$ cat config.mk
export PLATFORM = sky130hd
export DESIGN_NAME = htsd_front
export DESIGN_NICKNAME = d
export VERILOG_FILES = /design/src/rtl/htsd_pkg.sv /design/src/rtl/htsd_front.sv
export SDC_FILE = /design/constraint.sdc
export NUM_CORES = 1
export LEC_CHECK = 0
export ABC_CLOCK_PERIOD_IN_PS = 8400
export BUFFER_PORTS_ARGS = -buffer_cell sky130_fd_sc_hd__buf_2
export CORE_ASPECT_RATIO = 1.4
export CORE_MARGIN = 8
export CORE_UTILIZATION = 45
export DETAILED_ROUTE_END_ITERATION = 8
export HOLD_SLACK_MARGIN = 0.1
export SETUP_SLACK_MARGIN = 0.4
export SKIP_LAST_GASP = 1
export SLEW_MARGIN = 25
export SYNTH_ARGS = -nofsm -noshare
export SYNTH_HDL_FRONTEND = slang
export SYNTH_SLANG_ARGS = --single-unit
export TNS_END_PERCENT = 30
$ cat constraint.sdc
create_clock -name i_clk -period 8.4 [get_ports i_clk]
set_input_delay 1.26 -clock i_clk [delete_from_list [all_inputs] [get_ports i_clk]]
set_output_delay 1.26 -clock i_clk [all_outputs]
set_load 0.02 [all_outputs]
$ cat src/rtl/htsd_pkg.sv
`default_nettype none

package htsd_pkg;

    // Fixed field widths
    localparam int SYM_W  = 8;
    localparam int LEN_W  = 7;   // holds a code length, saturated to MAX_CODE_LEN
    localparam int BITS_W = 32;
    localparam int BYTE_W = 8;

    // Command queue between front and back
    localparam int QUEUE_DEPTH = 4;
    localparam int QPTR_W      = 2;

    // Configuration port
    localparam int APB_ADDR_W  = 3;
    localparam int APB_DATA_W  = 32;
    localparam logic REG_SKIP_BITS = 1'b0;   // register index, paddr[2]

    // Item functions
    localparam logic FUNC_LOAD   = 1'b0;
    localparam logic FUNC_DECODE = 1'b1;

    // Result status codes
    localparam logic [1:0] ST_SYMBOL  = 2'd0;
    localparam logic [1:0] ST_INVALID = 2'd1;
    localparam logic [1:0] ST_FULL    = 2'd2;

    typedef struct packed {
        logic              func;
        logic [SYM_W-1:0]  code_symbol;
        logic [5:0]        code_len;
        logic [BITS_W-1:0] code_bits;
        logic [BYTE_W-1:0] data_byte;
    } t_in_item;

    typedef struct packed {
        logic [SYM_W-1:0] out_symbol;
        logic [1:0]       status;
        logic             last;
    } t_out_item;

    // Classified command as handed from the front to the back
    typedef struct packed {
        logic              is_decode;
        logic [SYM_W-1:0]  symbol;
        logic [LEN_W-1:0]  length;
        logic [BITS_W-1:0] bits;
        logic [BYTE_W-1:0] data;
    } t_cmd;

    typedef struct packed {
        logic             load;
        logic [SYM_W-1:0] skip_bits;
    } t_cfg;

endpackage

`default_nettype wire

$ cat src/rtl/htsd_front.sv
`default_nettype none

module htsd_front #(
    parameter int MAX_CODE_LEN = 32
) (
    input  wire logic              i_clk,
    input  wire logic              i_rst_n,
    input  wire logic              i_valid,
    output logic                   o_ready,
    input  wire htsd_pkg::t_in_item i_data,
    output logic                   o_cmd_valid,
    output htsd_pkg::t_cmd         o_cmd,
    input  wire logic              i_cmd_pop
);

    localparam logic [htsd_pkg::LEN_W-1:0] MAX_LEN = (htsd_pkg::LEN_W)'(MAX_CODE_LEN);
    localparam logic [htsd_pkg::QPTR_W:0]  FULL_CNT =
        (htsd_pkg::QPTR_W + 1)'(htsd_pkg::QUEUE_DEPTH);

    htsd_pkg::t_cmd r_q [htsd_pkg::QUEUE_DEPTH];
    logic [htsd_pkg::QPTR_W-1:0] r_wr_ptr, n_wr_ptr;
    logic [htsd_pkg::QPTR_W-1:0] r_rd_ptr, n_rd_ptr;
    logic [htsd_pkg::QPTR_W:0]   r_count, n_count;

    logic                         push;
    logic                         pop;
    logic [htsd_pkg::LEN_W-1:0]   len_ext;
    htsd_pkg::t_cmd               cmd_in;

    // classify: decode or load, length saturated
    always_comb begin
        len_ext          = {1'b0, i_data.code_len};
        cmd_in.is_decode = (i_data.func == htsd_pkg::FUNC_DECODE);
        cmd_in.symbol    = i_data.code_symbol;
        cmd_in.length    = (len_ext > MAX_LEN) ? MAX_LEN : len_ext;
        cmd_in.bits      = i_data.code_bits;
        cmd_in.data      = i_data.data_byte;
    end

    assign o_ready     = (r_count != FULL_CNT);
    assign push        = i_valid && o_ready;
    assign o_cmd_valid = (r_count != '0);
    assign pop         = i_cmd_pop && o_cmd_valid;
    assign o_cmd       = r_q[r_rd_ptr];

    always_comb begin
        n_wr_ptr = push ? r_wr_ptr + 1'b1 : r_wr_ptr;
        n_rd_ptr = pop  ? r_rd_ptr + 1'b1 : r_rd_ptr;
        n_count  = r_count;
        if (push && !pop) begin
            n_count = r_count + 1'b1;
        end else if (pop && !push) begin
            n_count = r_count - 1'b1;
        end
    end

    always_ff @(posedge i_clk) begin
        if (!i_rst_n) begin
            r_wr_ptr <= '0;
            r_rd_ptr <= '0;
            r_count  <= '0;
        end else begin
            r_wr_ptr <= n_wr_ptr;
            r_rd_ptr <= n_rd_ptr;
            r_count  <= n_count;
        end
    end

    always_ff @(posedge i_clk) begin
        if (push) begin
            r_q[r_wr_ptr] <= cmd_in;
        end
    end

endmodule

`default_nettype wire

==> results.cfg, run 1 <==
[timing]
relSlewSlack_pct = 41.2
tightest_slew_ps = 881
period_share_pct = 46.4
finalSetupTns_ps = 0
min_period_ps = 3890
setup_viol = 0
skew_ps = 8.60
hold_violations = 0
rsz0062_at_grt = false
report.final.slew_viol_count = 0
max_freq_mhz = 257

[synthesis]
synth.area.top_cells = edfxtp_1 77%, mux4_2 13%, dfxtp_1 2.1%, mux4_1 1.5%, buf_12 1.2%
yosys_warnings = 0
seq_area_frac_synth_pct = 79.4
syn_nets = 408
post-synth-top-area-fraction_pct = 77.3
synth-seq-cells = 229
synth_cell_types = 27
post_synth.cell_area_avg_sq_um = 24.9
synth_cells = 343
synth_area_sq_mm = 0.00855
yosys.area.top_type = edfxtp_1

[global_routing]
grt_max_degree = 56
gr-usage-met1_pct = 16.1
antenna_found_initial = 0
grt.busiest_layer = met2
use_met3_pct = 3.03
grt_pass1_vias = 4297
grt_overflow = 0
track_usage_pct = 13.1
grt_pass1_wl_um = 24000
use_met2_pct = 22.8

[detailed_routing]
drt-pass1-iter-count = 6
post_drt_wl_per_cell_um = 21.2
wl_um = 15500
detail-route-antenna-nets = 0
viasPerCell = 5.18
num_vias = 3789
drt_iter0_drc = 295
drc_errors = 0

[worst_setup_path]
crit_family = buffers and inverters
critPathRequiredTime_ps = 7140
critPathBufInv = 2
critPathKind = flop to output pin
reg2reg_slack_ps = 5980
path_max_fanout = 29
endpoint_kind = output pin
crit_arrival_ps = 2630
cp_slowest_cell = dfxtp_4
crit_path_start_kind = flop
critPathMaxStageDelay_ps = 730
path_cells = buf_4 -> mux4_1 -> buf_2
rr_startpoint = r_count[0]
r2r-end = r_count[2]
r2r.worst_path.cells = 8

[placement]
place_area_sq_mm = 0.00931
dp_hpwl_um = 9060
gp_congestion = 0.663
io_buffers = 115

[cells_and_area]
fillers = 1486
stdcell_area_sq_mm = 0.0100
drive_gt1_share_pct = 43.5
diodes = 0
num-nets-final = 536
area_growth_pct = 17.4

[floorplan]
die_h_um = 179
start_util_pct = 45.9
core_sq_mm = 0.0186
ios = 117
rows = 59
die-area_sq_mm = 0.0237
die_x_um = 132

[power]
clkPwrFrac_pct = 30.4
ir_worst_vdd_mv = 0.170
p_switching_mw = 0.904
powerDensity_mw_per_mm2 = 318
p_int_mw = 2.29
comb_power_share_pct = 23.5
p_leak_nw = 3.39
seqPwrFrac_pct = 46.1
swShare_pct = 28.3

[clocking]
cts_tree = done
cts_root_buffer = clkbuf_16
cts_hold_buf = 0
postCtsSetupBuffers = 0
cts_buffer_depth = 3
numCtsBuffers = 22
clk_latency_ps = 490
cts_resized = 0
numClockSinks = 229
clkSlewWorstSetupHoldPaths_ps = 60
htreeDepth = 1

[min_path]
holdPathEnd = r_wr_ptr[0]
hold_class = flop to flop
whs_path_depth = 2
min_from = r_wr_ptr[0]

[outcome]
status = completed

[job]
cap_violations = 0
-- metrics by stage --
stage | instances | utilization [%] | hold WS [ps] | setup slack (ps) | power [mW]
4_1_cts | 731 | 53.9 | 519 | 4390 | 3.25
2_1_floorplan | 343 | - | 468 | 5100 | 2.06
6_report | 731 | 53.9 | 517 | 4510 | 3.19
3_5_place_dp | 691 | 50.1 | 511 | 4920 | 2.27
3_3_place_gp | 691 | 50.1 | 479 | 4890 | 2.26
5_1_grt | 731 | 53.9 | 559 | 4280 | 3.33
-- worst max-delay path by stage --
stage             from  depth (start not counted)   endpoint
2_1_floorplan  i_valid                          2  r_q[0][0]
3_3_place_gp      flop                          3  o_cmd[45]
3_5_place_dp      flop                          3  o_cmd[45]
4_1_cts           flop                          3  o_cmd[45]
5_1_grt           flop                          3  o_cmd[45]
6_report          flop                          3  o_cmd[45]
-- cells in the final DEF, fill, tap and decap left out, types with 5 or more instances in the layout --
master	synthesis	layout
buf_2	5	115
nor2b_1	6	6
mux4_1	5	5
dfxtp_1	9	7
clkbuf_16	0	23
mux4_2	50	50
clkinv_2	0	6
edfxtp_1	220	220
nand2_1	5	5
ha_1	5	5
-- power groups by stage --
stage          clock network, mW  registers [mW]  logic [mW]
5_1_grt                     1.04            1.49       0.805
4_1_cts                    0.999            1.48       0.770
6_report                   0.972            1.47       0.749
3_3_place_gp                   0            1.50       0.767
2_1_floorplan                  0            1.44       0.615
3_5_place_dp                   0            1.50       0.768
-- state kept, by name, indices dropped and copies added (netlist names), named ones only --
name      cells
r_rd_ptr      2
r_count       3
r_wr_ptr      2
r_q         220
-- kinds of logic after synthesis --
group / share of synthesized area [%]
other: 0.0439
adder cells (fa/ha/maj): 0.966
flip-flops: 79.4
buffers and inverters: 1.96
AND/OR/NAND/NOR: 1.43
XOR/XNOR: 0.410
AO/OA/AOI/OAI: 0.717
multiplexers: 15.1
-- cells in the mapped netlist --
cell      number
clkbuf_1       2
clkbuf_2       1
ha_1           5
a21boi_2       1
mux2i_1        3
edfxtp_1     220
buf_6          1
conb_1         1
o311ai_2       1
dfxtp_1        9
or3_1          2
mux4_2        50
o21ai_0        1
xnor2_1        3
and2_1         8
buf_4          1
mux4_1         5
buf_12         5
nand2_1        5
nor2_1         1
a21boi_0       1
nor2b_1        6
o31ai_4        1
buf_2          5
fa_1           1
xor2_1         1
inv_1          3
-- worst register-to-register path, cell delays in order (launching register included) --
cell and delay [ps]:
dfxtp_1 500, nor2_1 130, a21boi_2 370, ha_1 280, inv_1 70, fa_1 370
xor2_1 170, or3_1 310, a21boi_0 160
-- layout make-up --
| type | instances | area [sq um] | area share, % |
|---|---|---|---|
| Clock inverter | 13 | 119 | 1.18 |
| Timing Repair Buffer | 119 | 606 | 6.04 |
| Tap cell | 244 | 305 | 3.04 |
| Clock buffer | 27 | 601 | 5.99 |
| Multi-Input combinational cell | 96 | 1600 | 15.9 |
| Sequential cell | 229 | 6790 | 67.7 |
| Inverter | 3 | 11.3 | 0.112 |
-- routing by layer --
| metal | vias to the layer above | part of all wire [%] |
|---|---|---|
| li1 | 1702 | - |
| met1 | 1962 | 42 |
| met2 | 98 | 51 |
| met3 | 27 | 5.1 |
| met4 | 0 | 2.1 |
| met5 | - | 0 |
Power figures use the tool's default switching activity.
==> run 2: changes to the inputs <==
--- a/config.mk
+++ b/config.mk
@@ -5,7 +5,7 @@
 export SDC_FILE = /design/constraint.sdc
 export NUM_CORES = 1
 export LEC_CHECK = 0
-export ABC_CLOCK_PERIOD_IN_PS = 8400
+export ABC_CLOCK_PERIOD_IN_PS = 3800
 export BUFFER_PORTS_ARGS = -buffer_cell sky130_fd_sc_hd__buf_2
 export CORE_ASPECT_RATIO = 1.4
 export CORE_MARGIN = 8
==> constraint.sdc (replaced) <==
create_clock -name i_clk -period 3.8 [get_ports i_clk]
set_input_delay 0.57 -clock i_clk [delete_from_list [all_inputs] [get_ports i_clk]]
set_output_delay 0.57 -clock i_clk [all_outputs]
set_load 0.02 [all_outputs]
==> run 2 against run 1 <==
Worst hold slack got worse by 220 ps. Critical endpoint unchanged. Total power rose by 120%. Global-route usage is 0.58 points higher.
==> results.cfg, run 2 (synthesis results as in run 1) <==
[timing]
timing.final.ws_setup_ps = 889
tightest_slew_ps = 871
rsz0062_at_grt = false
report.final.slew_viol_count = 0
hold_violations = 0
finalSetupTns_ps = 0
skew_ps = 10.3
whs_ps = 295
min_period_ps = 2910
max_freq_mhz = 344
setup_viol = 0
period_share_pct = 76.6
relSlewSlack_pct = 41.9

[global_routing]
grt_pass1_vias = 4391
grt_overflow = 0
grt_pass1_wl_um = 25100
antenna_found_initial = 1
track_usage_pct = 13.7
grt_max_degree = 56

[worst_setup_path]
r2r-end = r_count[2]
rr_startpoint = r_count[0]
crit_path_start_kind = flop
cp_num_cells = 3
cp_slowest_cell = dfxtp_4
r2r.worst_path.cells = 8
critPathBufInv = 2
crit_end = o_cmd[45]
critPathKind = flop to output pin
critPathMaxStageDelay_ps = 780
crit_family = flip-flops
path_cells = buf_12 -> mux4_1 -> buf_2
crit_arrival_ps = 2340
critPathRequiredTime_ps = 3230
reg2reg_slack_ps = 1390
path_max_fanout = 32
endpoint_kind = output pin

[min_path]
hold_class = primary input to flop

[clocking]
clk_latency_ps = 490
clkSlewWorstSetupHoldPaths_ps = 60
htreeDepth = 1
cts_tree = done
postCtsSetupBuffers = 0
cts_hold_buf = 0
cts_resized = 0
numCtsBuffers = 22
cts_root_buffer = clkbuf_16
numClockSinks = 229
cts_buffer_depth = 3

[floorplan]
ios = 117
core_sq_mm = 0.0186
die_x_um = 132
rows = 59
die_h_um = 179
die-area_sq_mm = 0.0237
start_util_pct = 45.9

[power]
clkPwrFrac_pct = 30.5
comb_power_share_pct = 23.6
p_int_mw = 5.13
seqPwrFrac_pct = 45.9
p_leak_nw = 3.38
p_switching_mw = 1.99
ir_worst_vdd_mv = 0.520
powerDensity_mw_per_mm2 = 706
swShare_pct = 27.9

[placement]
place_area_sq_mm = 0.00935
pre_cts_ws_ps = 1310
gp_congestion = 0.668
dp_hpwl_um = 9630
io_buffers = 115
placedCellCount = 691

[cells_and_area]
num-nets-final = 536
mostFrequentLayoutCells = 220 x edfxtp_1, 115 x buf_2, 50 x mux4_2
instances_no_fill = 731
largest_register_ffs = 220
largest_registers = r_q (220), r_count (3)
area_growth_pct = 17.9
layout_commonest_cell = edfxtp_1
fillers = 1475
largest-register = r_q
stdcell_area_sq_mm = 0.0101
drive_gt1_share_pct = 42.6

[detailed_routing]
drt-pass1-iter-count = 4
viasPerCell = 5.25
drc_errors = 0
detail-route-antenna-nets = 0
wl_um = 16000
drt_iter0_drc = 265
post_drt_wl_per_cell_um = 21.9
num_vias = 3841

[job]
cap_violations = 0

[outcome]
status = completed
## run 2: stage by stage
| step | util, % | power [mW] |
|---|---|---|
| after global placement | 50.3 | 5.03 |
| after floorplan | - | 4.55 |
| after detailed placement | 50.3 | 5.06 |
| after CTS | 54.1 | 7.24 |
| final | 54.2 | 7.12 |
| after global routing | 54.2 | 7.43 |
## run 2: final cells by class
| type | instances | area, sq um | share of cell area [%] |
|---|---|---|---|
| diodes | 1 | 2.50 | 0.0248 |
| multi-input cells | 96 | 1600 | 15.9 |
| flip-flops and latches | 229 | 6790 | 67.4 |
| inverters | 3 | 11.3 | 0.112 |
| well taps | 244 | 305 | 3.03 |
| clock buffers | 28 | 594 | 5.90 |
| repair buffers | 119 | 643 | 6.38 |
| clock inverters | 11 | 126 | 1.25 |
## run 2: worst min-delay path by stage
stage,start,to,depth (start not counted)
3_3_place_gp,r_wr_ptr[0],r_wr_ptr[0],2
5_1_grt,i_data[20],r_q[2][20],1
3_5_place_dp,r_wr_ptr[1],r_wr_ptr[1],2
2_1_floorplan,r_wr_ptr[1],r_wr_ptr[1],2
4_1_cts,i_data[0],r_q[2][0],1
6_report,i_data[47],r_q[1][47],1
## run 2: power groups by stage
| stage | clock network, mW | logic, mW | registers, mW |
|---|---|---|---|
| final | 2.17 | 1.68 | 3.27 |
| after global routing | 2.31 | 1.81 | 3.31 |
| after CTS | 2.23 | 1.73 | 3.28 |
| after detailed placement | 0 | 1.72 | 3.34 |
| after global placement | 0 | 1.70 | 3.32 |
| after floorplan | 0 | 1.36 | 3.19 |
## run 2: routing by layer
layer	track usage, %	up-vias	wire length (um)
met2	25.2	102	8540
met5	0	-	0
met4	3.70	0	244
met1	15.7	2010	6300
met3	3.42	20	921
li1	-	1709	-
